<file path="config.mk">
export PLATFORM = sky130hd
export DESIGN_NAME = htwd_ram
export DESIGN_NICKNAME = d
export VERILOG_FILES = /design/src/htwd_ram.sv
export SDC_FILE = /design/constraint.sdc
export NUM_CORES = 1
export LEC_CHECK = 0
export ABC_AREA = 1
export BUFFER_PORTS_ARGS = -buffer_cell sky130_fd_sc_hd__buf_2
export CAP_MARGIN = 40
export CORE_ASPECT_RATIO = 0.5
export CORE_MARGIN = 2
export CORE_UTILIZATION = 45
export DETAILED_ROUTE_END_ITERATION = 8
export SLEW_MARGIN = 15
export SYNTH_ARGS = -nofsm -noshare
export SYNTH_HDL_FRONTEND = slang
export SYNTH_SLANG_ARGS = --single-unit
</file>
<file path="constraint.sdc">
create_clock -name clk_i -period 1.2 [get_ports clk_i]
set_clock_uncertainty 0.15 [all_clocks]
set_input_delay 0.06 -clock clk_i [delete_from_list [all_inputs] [get_ports clk_i]]
set_output_delay 0.06 -clock clk_i [all_outputs]
set_load 0.01 [all_outputs]
</file>
<file path="src/htwd_ram.sv">
module htwd_ram #(
  parameter int WIDTH = 8,
  parameter int DEPTH = 16,
  localparam int AW = (DEPTH > 1) ? $clog2(DEPTH) : 1
) (
  input  logic             clk_i,
  input  logic             we_i,
  input  logic [AW-1:0]    waddr_i,
  input  logic [WIDTH-1:0] wdata_i,
  input  logic             re_i,
  input  logic [AW-1:0]    raddr_i,
  output logic [WIDTH-1:0] rdata_o
);

  logic [WIDTH-1:0] mem_q [DEPTH];
  logic [WIDTH-1:0] rdata_q;

  always_ff @(posedge clk_i) begin
    if (we_i) begin
      mem_q[waddr_i] <= wdata_i;
    end
    if (re_i) begin
      rdata_q <= mem_q[raddr_i];
    end
  end

  assign rdata_o = rdata_q;

endmodule

</file>
Word-level counts from Yosys, hierarchy flattened
Memory sizes are Yosys's and may differ from the RTL's. A register that Yosys moved wholly into a read port is not among the register bits.
Index checks and enable logic that the tools add are counted.
{"block": "word_totals", "mem_bits_rw": 128, "n_memories": 1, "elab_cells": 3, "out_inout_bits": 8, "reg_bits": 0, "in_bits": 19}
{"block": "op_classes", "n_mux": 2}
{"memory": "mem_q", "depth": 16, "word_bits": 8, "rd": 1, "rd_clocked_by_memory_dff": 1, "write_ports": 1, "line_no": "15", "source": "logic [WIDTH-1:0] mem_q [DEPTH];"}
{"cell": "two-way mux 1 bit", "n": 2}

Depth between registers and ports, before layout
Gate-level depths: netlist (run 1).
{"block": "logic_depth", "depth_word": 2, "depth_mapped": 8, "ltp_nobuf": 7}

Worst setup path before layout (run 1)
No wires, ideal clock.
{"block": "synth_path", "kind": "input to register", "from": "input port waddr_i[3]", "to": "memory mem_q[4][0] (enable)", "path_slack_ns": 0.039, "t_required_ns": 0.680, "n_path_buf": 0, "stages": 2, "arrival_time_ns": 0.641, "setup_time_ns": 0.370, "cell_sequence": "nand3b_1 nor2_1"}
{"element": "start, declared", "line_no": "8", "source": "input logic [AW-1:0] waddr_i,"}
{"element": "end, declared", "line_no": "15"}
Straight into the memory's write port.

==> qor.yml, run 1 <==
crit_arrival_ns: 1.27
first_pass_iters: 5
hpwl_um: 8970
globalRouteMet2Util_pct: 33.8
vias_per_cell: 5.02
yosysUniqueCellTypes: 11
cts.sinks: 136
yosys.area_share.simple_pct: 20.8
p_per_area_nw_per_um2: 1590
synthAdderAreaFrac_pct: 0
grt_usage_pct: 22.1
place_ws_ns: -0.191
grt_setup_unrepaired: "yes"
cts_setup_buffers: 0
path_clk_slew_ns: 0.06
grt.busiest_layer: "met2"
clockPowerShare_pct: 46.9
cts-htree-levels: 4
whs_ns: 0.124
start_kind: "flop"
grt_antenna_before_repair: 0
wl_per_cell_um: 17.6
dp_cells: 764
power_frac_seq_pct: 45.9
cts_buffer_depth: 2
setup_viol: 10
stdcell_count: 806
path_class: "flop to flop"
use_met3_pct: 5.93
syn2layout_area_growth_pct: 26.3
syn_inst: 551
worstPathRequired_ns: 1.22
max_freq_mhz: 802
grt-ovfl-total: 0
drcViolationCount: 0
numPortBuffers: 26
ir_worst_vdd_mv: 0.959
cp_common_cell: "nand3_2"
synth_seq_cells: 136
multi_input_area_um2: 1460
wirelength_um: 14200
diodes: 0
clock_latency_ns: 0.42
ff_latch_area_um2: 4080
synth-seq-area-share_pct: 69.8
run_status: "complete, but fails checks"
die_h_um: 84.6
cts_tree: "yes"
cpPeakStageDelay_ns: 0.36
synthXorXnorAreaFrac_pct: 0
synth.mux.area_fraction_pct: 0
chipWidth_um: 165
cts_root_buf: "clkbuf_16"
drv_cap: 0
layout_common_cells: "nand2_1, edfxtp_1, inv_1, nand3_1, nand3_2"
synth-compound-area-share_pct: 0
nets: 642
num_rows: 29
switching_power_w: 0.00259
synth.net_count: 570
tritoncts.num_buffers: 17
tightest_slew_ns: 0.411
coreArea_um2: 12700
layout-drive-gt1-share_pct: 23.3
synthesis.area_um2: 5850
end_kind: "flop"
period_share_pct: 104
fillers: 1006
grt_pass1_vias: 3920
slowest_stage: "edfxtp_1"
combPwrFrac_pct: 7.2
grt_pass1_wl_um: 22000
finalHoldViolations: 0
ys_warn_count: 0
use_met1_pct: 31.4
drv_slew: 0
max-slew-margin-rel_pct: 72.6
power_w: 0.0117
avgSynthCellArea_um2: 10.6
synth_top_family_by_area: "simple AND/OR/NAND/NOR gates"
dieArea_um2: 14000
drt_iter0_drc: 495
violations: "setup timing"
vias: 4044
ioPinCount: 27
fin_util_pct: 58.3
cp_cell_sequence: "inv_1, nand2_1, nand3_2, nand3_2, nand3_2, nand2_1"
power.internal_w: 0.00914
swShare_pct: 22.1
antenna_left: 0
period_minus_slack_ns: 1.25
grt_max_degree: 31
initial_core_util_pct: 46.2
crit_fanout: 1
gp_congestion: 0.816
leakagePower_nw: 3.20
layout_commonest_cell: "nand2_1"
hold_class: "primary input to flop"
layout_setup_ws_ns: -0.0474
## worst paths after layout
path	slack (ns)	cells after the start	start	end
setup reg to reg	-0.05	6	mem_q[5][6]$_DFFE_PP_	rdata_o[6]$_DFFE_PP_
hold reg to reg	0.60	6	mem_q[2][3]$_DFFE_PP_	rdata_o[3]$_DFFE_PP_
setup / recovery	-0.05	6	mem_q[5][6]$_DFFE_PP_	rdata_o[6]$_DFFE_PP_
hold / removal	0.12	4	we_i	mem_q[4][0]$_DFFE_PP_
## flip-flops by register name, indices dropped and copies added (netlist names)
signal / count
mem_q: 128
rdata_o: 8
## stage by stage
step | setup TNS, ns | area, um2
floorplan | 0 | 5850
global placement | -1.52 | 6410
detailed placement | -1.68 | 6410
CTS | -0.223 | 7260
global route | -0.744 | 7380
finish | -0.214 | 7380
## per-layer routing
layer	vias to the layer above	part of all wire, %
li1	1927	-
met1	1971	46
met2	137	46
met3	9	7.5
met4	0	0.80
met5	-	0
## synth_stat cells
cell type / instances / share of area, %
buf_1: 1 / 0.064
buf_2: 13 / 1.1
buf_4: 4 / 0.51
buf_6: 6 / 1.2
edfxtp_1: 136 / 70
inv_1: 100 / 6.4
inv_2: 2 / 0.13
nand2_1: 173 / 11
nand3_1: 97 / 8.3
nand3b_1: 2 / 0.26
nor2_1: 17 / 1.1
## critical path: cells and delay by family (launching register included)
| kind | cells | cell delay, ns |
|---|---|---|
| flops | 1 | 0.36 |
| buf+inv | 1 | 0.07 |
| simple gates | 5 | 0.42 |
## power groups by stage
stage               logic (W)  registers, W  clock network (W)
CTS                  0.000804       0.00538            0.00557
global route         0.000921       0.00539            0.00576
floorplan            0.000375       0.00549                  0
finish               0.000840       0.00538            0.00551
detailed placement   0.000735       0.00548                  0
global placement     0.000727       0.00548                  0
## cells by family after synthesis
family / Yosys count
DFF: 136
and+or+nand+nor: 289
buffers and inverters: 126
## cell type report
| cell class | instances | area share (%) |
|---|---|---|
| sequential | 136 | 55.3 |
| multi-input combinational | 289 | 19.8 |
| timing repair buffer | 77 | 8.31 |
| clock buffer | 18 | 5.81 |
| inverter | 102 | 5.19 |
| tap | 170 | 2.88 |
| clock inverter | 14 | 2.69 |
## repair_timing
action                                  4_1_cts  5_1_grt
hold buffers                                 10        0
pin swaps                                    23       16
endpoints found under the setup margin       10       11
gates resized for setup                      26       24
hold endpoints to repair                    142        0
Note: power is estimated with default switching activity, not from simulation.
==> inputs of run 2 (changes only) <==
- clock period: 1.2 -> 1.6 ns (I/O delays scaled with it)
==> qor.yml, run 2 (synthesis gave the netlist of run 1 again) <==
start_kind: "flop"
numPortBuffers: 26  # unchanged
multi_input_area_um2: 1210  # -17%
cp_common_cell: "nand3_1"
gp_congestion: 0.813  # -0.34%
nets: 627  # -2.3%
first_pass_iters: 5  # unchanged
initial_core_util_pct: 46.2  # unchanged
diodes: 0  # unchanged
setup_viol: 0  # -10
grt_antenna_before_repair: 0  # unchanged
grt_pass1_vias: 3678  # -6.2%
leakagePower_nw: 3.01  # -5.7%
wl_per_cell_um: 17.7  # +0.46%
period_share_pct: 84.0  # -20 points
layout-drive-gt1-share_pct: 13.2  # -10 points
ioPinCount: 27  # unchanged
antenna_left: 0  # unchanged
max-slew-margin-rel_pct: 52.7  # -20 points
ir_worst_vdd_mv: 0.644  # -33%
chipWidth_um: 165  # unchanged
crit_fanout: 1  # unchanged
cts_hold_buffers: 11  # +1
cts-htree-levels: 4  # unchanged
drv_slew: 0  # unchanged
fin_util_pct: 55.2  # -3.1 points
cts_root_buf: "clkbuf_16"
layout_commonest_cell: "nand2_1"
p_per_area_nw_per_um2: 1250  # -21%
worstPathRequired_ns: 1.61  # +0.39 ns
path_class: "flop to flop"
setup_tns_ns: 0  # +0.214 ns
ctsResizeCount: 0  # -100%
vias: 3883  # -4.0%
grt_pass1_wl_um: 21500  # -2.5%
vias_per_cell: 4.91  # -2.2%
coreArea_um2: 12700  # unchanged
wirelength_um: 14000  # -1.4%
drv_cap: 0  # unchanged
syn2layout_area_growth_pct: 19.6
period_minus_slack_ns: 1.34  # +0.0963 ns
grt_setup_unrepaired: "no"
fillers: 1065  # +5.9%
cts.sinks: 136  # unchanged
die_h_um: 84.6  # unchanged
layout_common_cells: "nand2_1, edfxtp_1, inv_1, nand3_1, buf_2"
grt_max_degree: 35  # +13%
dieArea_um2: 14000  # unchanged
drt_iter0_drc: 421  # -15%
largest_register_ffs: 128  # unchanged
num_rows: 29  # unchanged
end_kind: "flop"
finalHoldViolations: 0  # unchanged
ff_latch_area_um2: 4080  # unchanged
hpwl_um: 8310  # -7.3%
cts_tree: "yes"
tritoncts.num_buffers: 17  # unchanged
max_freq_mhz: 744  # -7.2%
crit_arrival_ns: 1.36  # +0.09 ns
tightest_slew_ns: 0.708  # +0.297 ns
cpPeakStageDelay_ns: 0.37  # about the same
clock_latency_ns: 0.42  # about the same
top_register: "mem_q"
path_clk_slew_ns: 0.06  # about the same
cts_setup_buffers: 0  # unchanged
slowest_stage: "edfxtp_1"
run_status: "complete, no violations"
hold_class: "primary input to flop"
grt-ovfl-total: 0  # unchanged
drcViolationCount: 0  # unchanged
cp_cell_sequence: "inv_1, nand2_1, nand3_1, nand3_1, nand3_1, nand2_1"
cts_buffer_depth: 2  # unchanged
grt_usage_pct: 21.6  # -0.48 points
==> run 2: cell types whose count changed in the layout (fill, tap and decap cells not counted), moves of 3 or more <==
cell,delta
nand3_1,+45
nand2_1,+3
buf_12,-3
buf_4,-13
clkinv_4,-3
nand2_2,-3
nand3_2,-43
==> run 2: layout make-up <==
class | instances | area share [%]
Clock buffer | 18 | 6.14
Inverter | 102 | 5.48
Multi-Input combinational cell | 289 | 17.4
Timing Repair Buffer | 62 | 6.66
Clock inverter | 14 | 2.93
Sequential cell | 136 | 58.4
Tap cell | 170 | 3.04
==> run 2: metrics by stage <==
stage	power [W]	cell area, um2	worst slack, ns	hold WS [ns]	cells
2_1_floorplan	0.00440	5850	0.419	0.0289	551
3_3_place_gp	0.00462	6250	0.0474	0.306	748
3_5_place_dp	0.00462	6250	0.0213	0.309	748
4_1_cts	0.00880	6990	0.273	0.0140	791
5_1_grt	0.00899	6990	0.173	0.0439	791
6_report	0.00875	6990	0.256	0.0326	791
==> run 2: path summary, 6_finish.rpt <==
kind	startpoint	end	slack, ns	depth (start not counted)
setup / recovery	mem_q[6][1]$_DFFE_PP_	rdata_o[1]$_DFFE_PP_	0.26	6
hold / removal	waddr_i[1]	mem_q[3][7]$_DFFE_PP_	0.03	3
setup reg to reg	mem_q[6][1]$_DFFE_PP_	rdata_o[1]$_DFFE_PP_	0.26	6
hold reg to reg	mem_q[10][0]$_DFFE_PP_	rdata_o[0]$_DFFE_PP_	0.58	6
==> run 2: worst max-delay path, delay by kind of cell (launching register included) <==
family | cells | cell delay (ns)
AND/OR/NAND/NOR | 5 | 0.51
flip-flops | 1 | 0.37
buffers and inverters | 1 | 0.07
==> run 2: where the power goes <==
group,internal (W),switching (W)
Clock,0.00274,0.00143
Combinational,0.000169,0.000364
Sequential,0.00402,0.0000225
==> run 2: layer usage <==
layer	share of wire [%]	track usage, %
met4	1.1	7.59
met1	47	32.1
met3	6.8	4.59
met5	0	0
met2	45	31.5
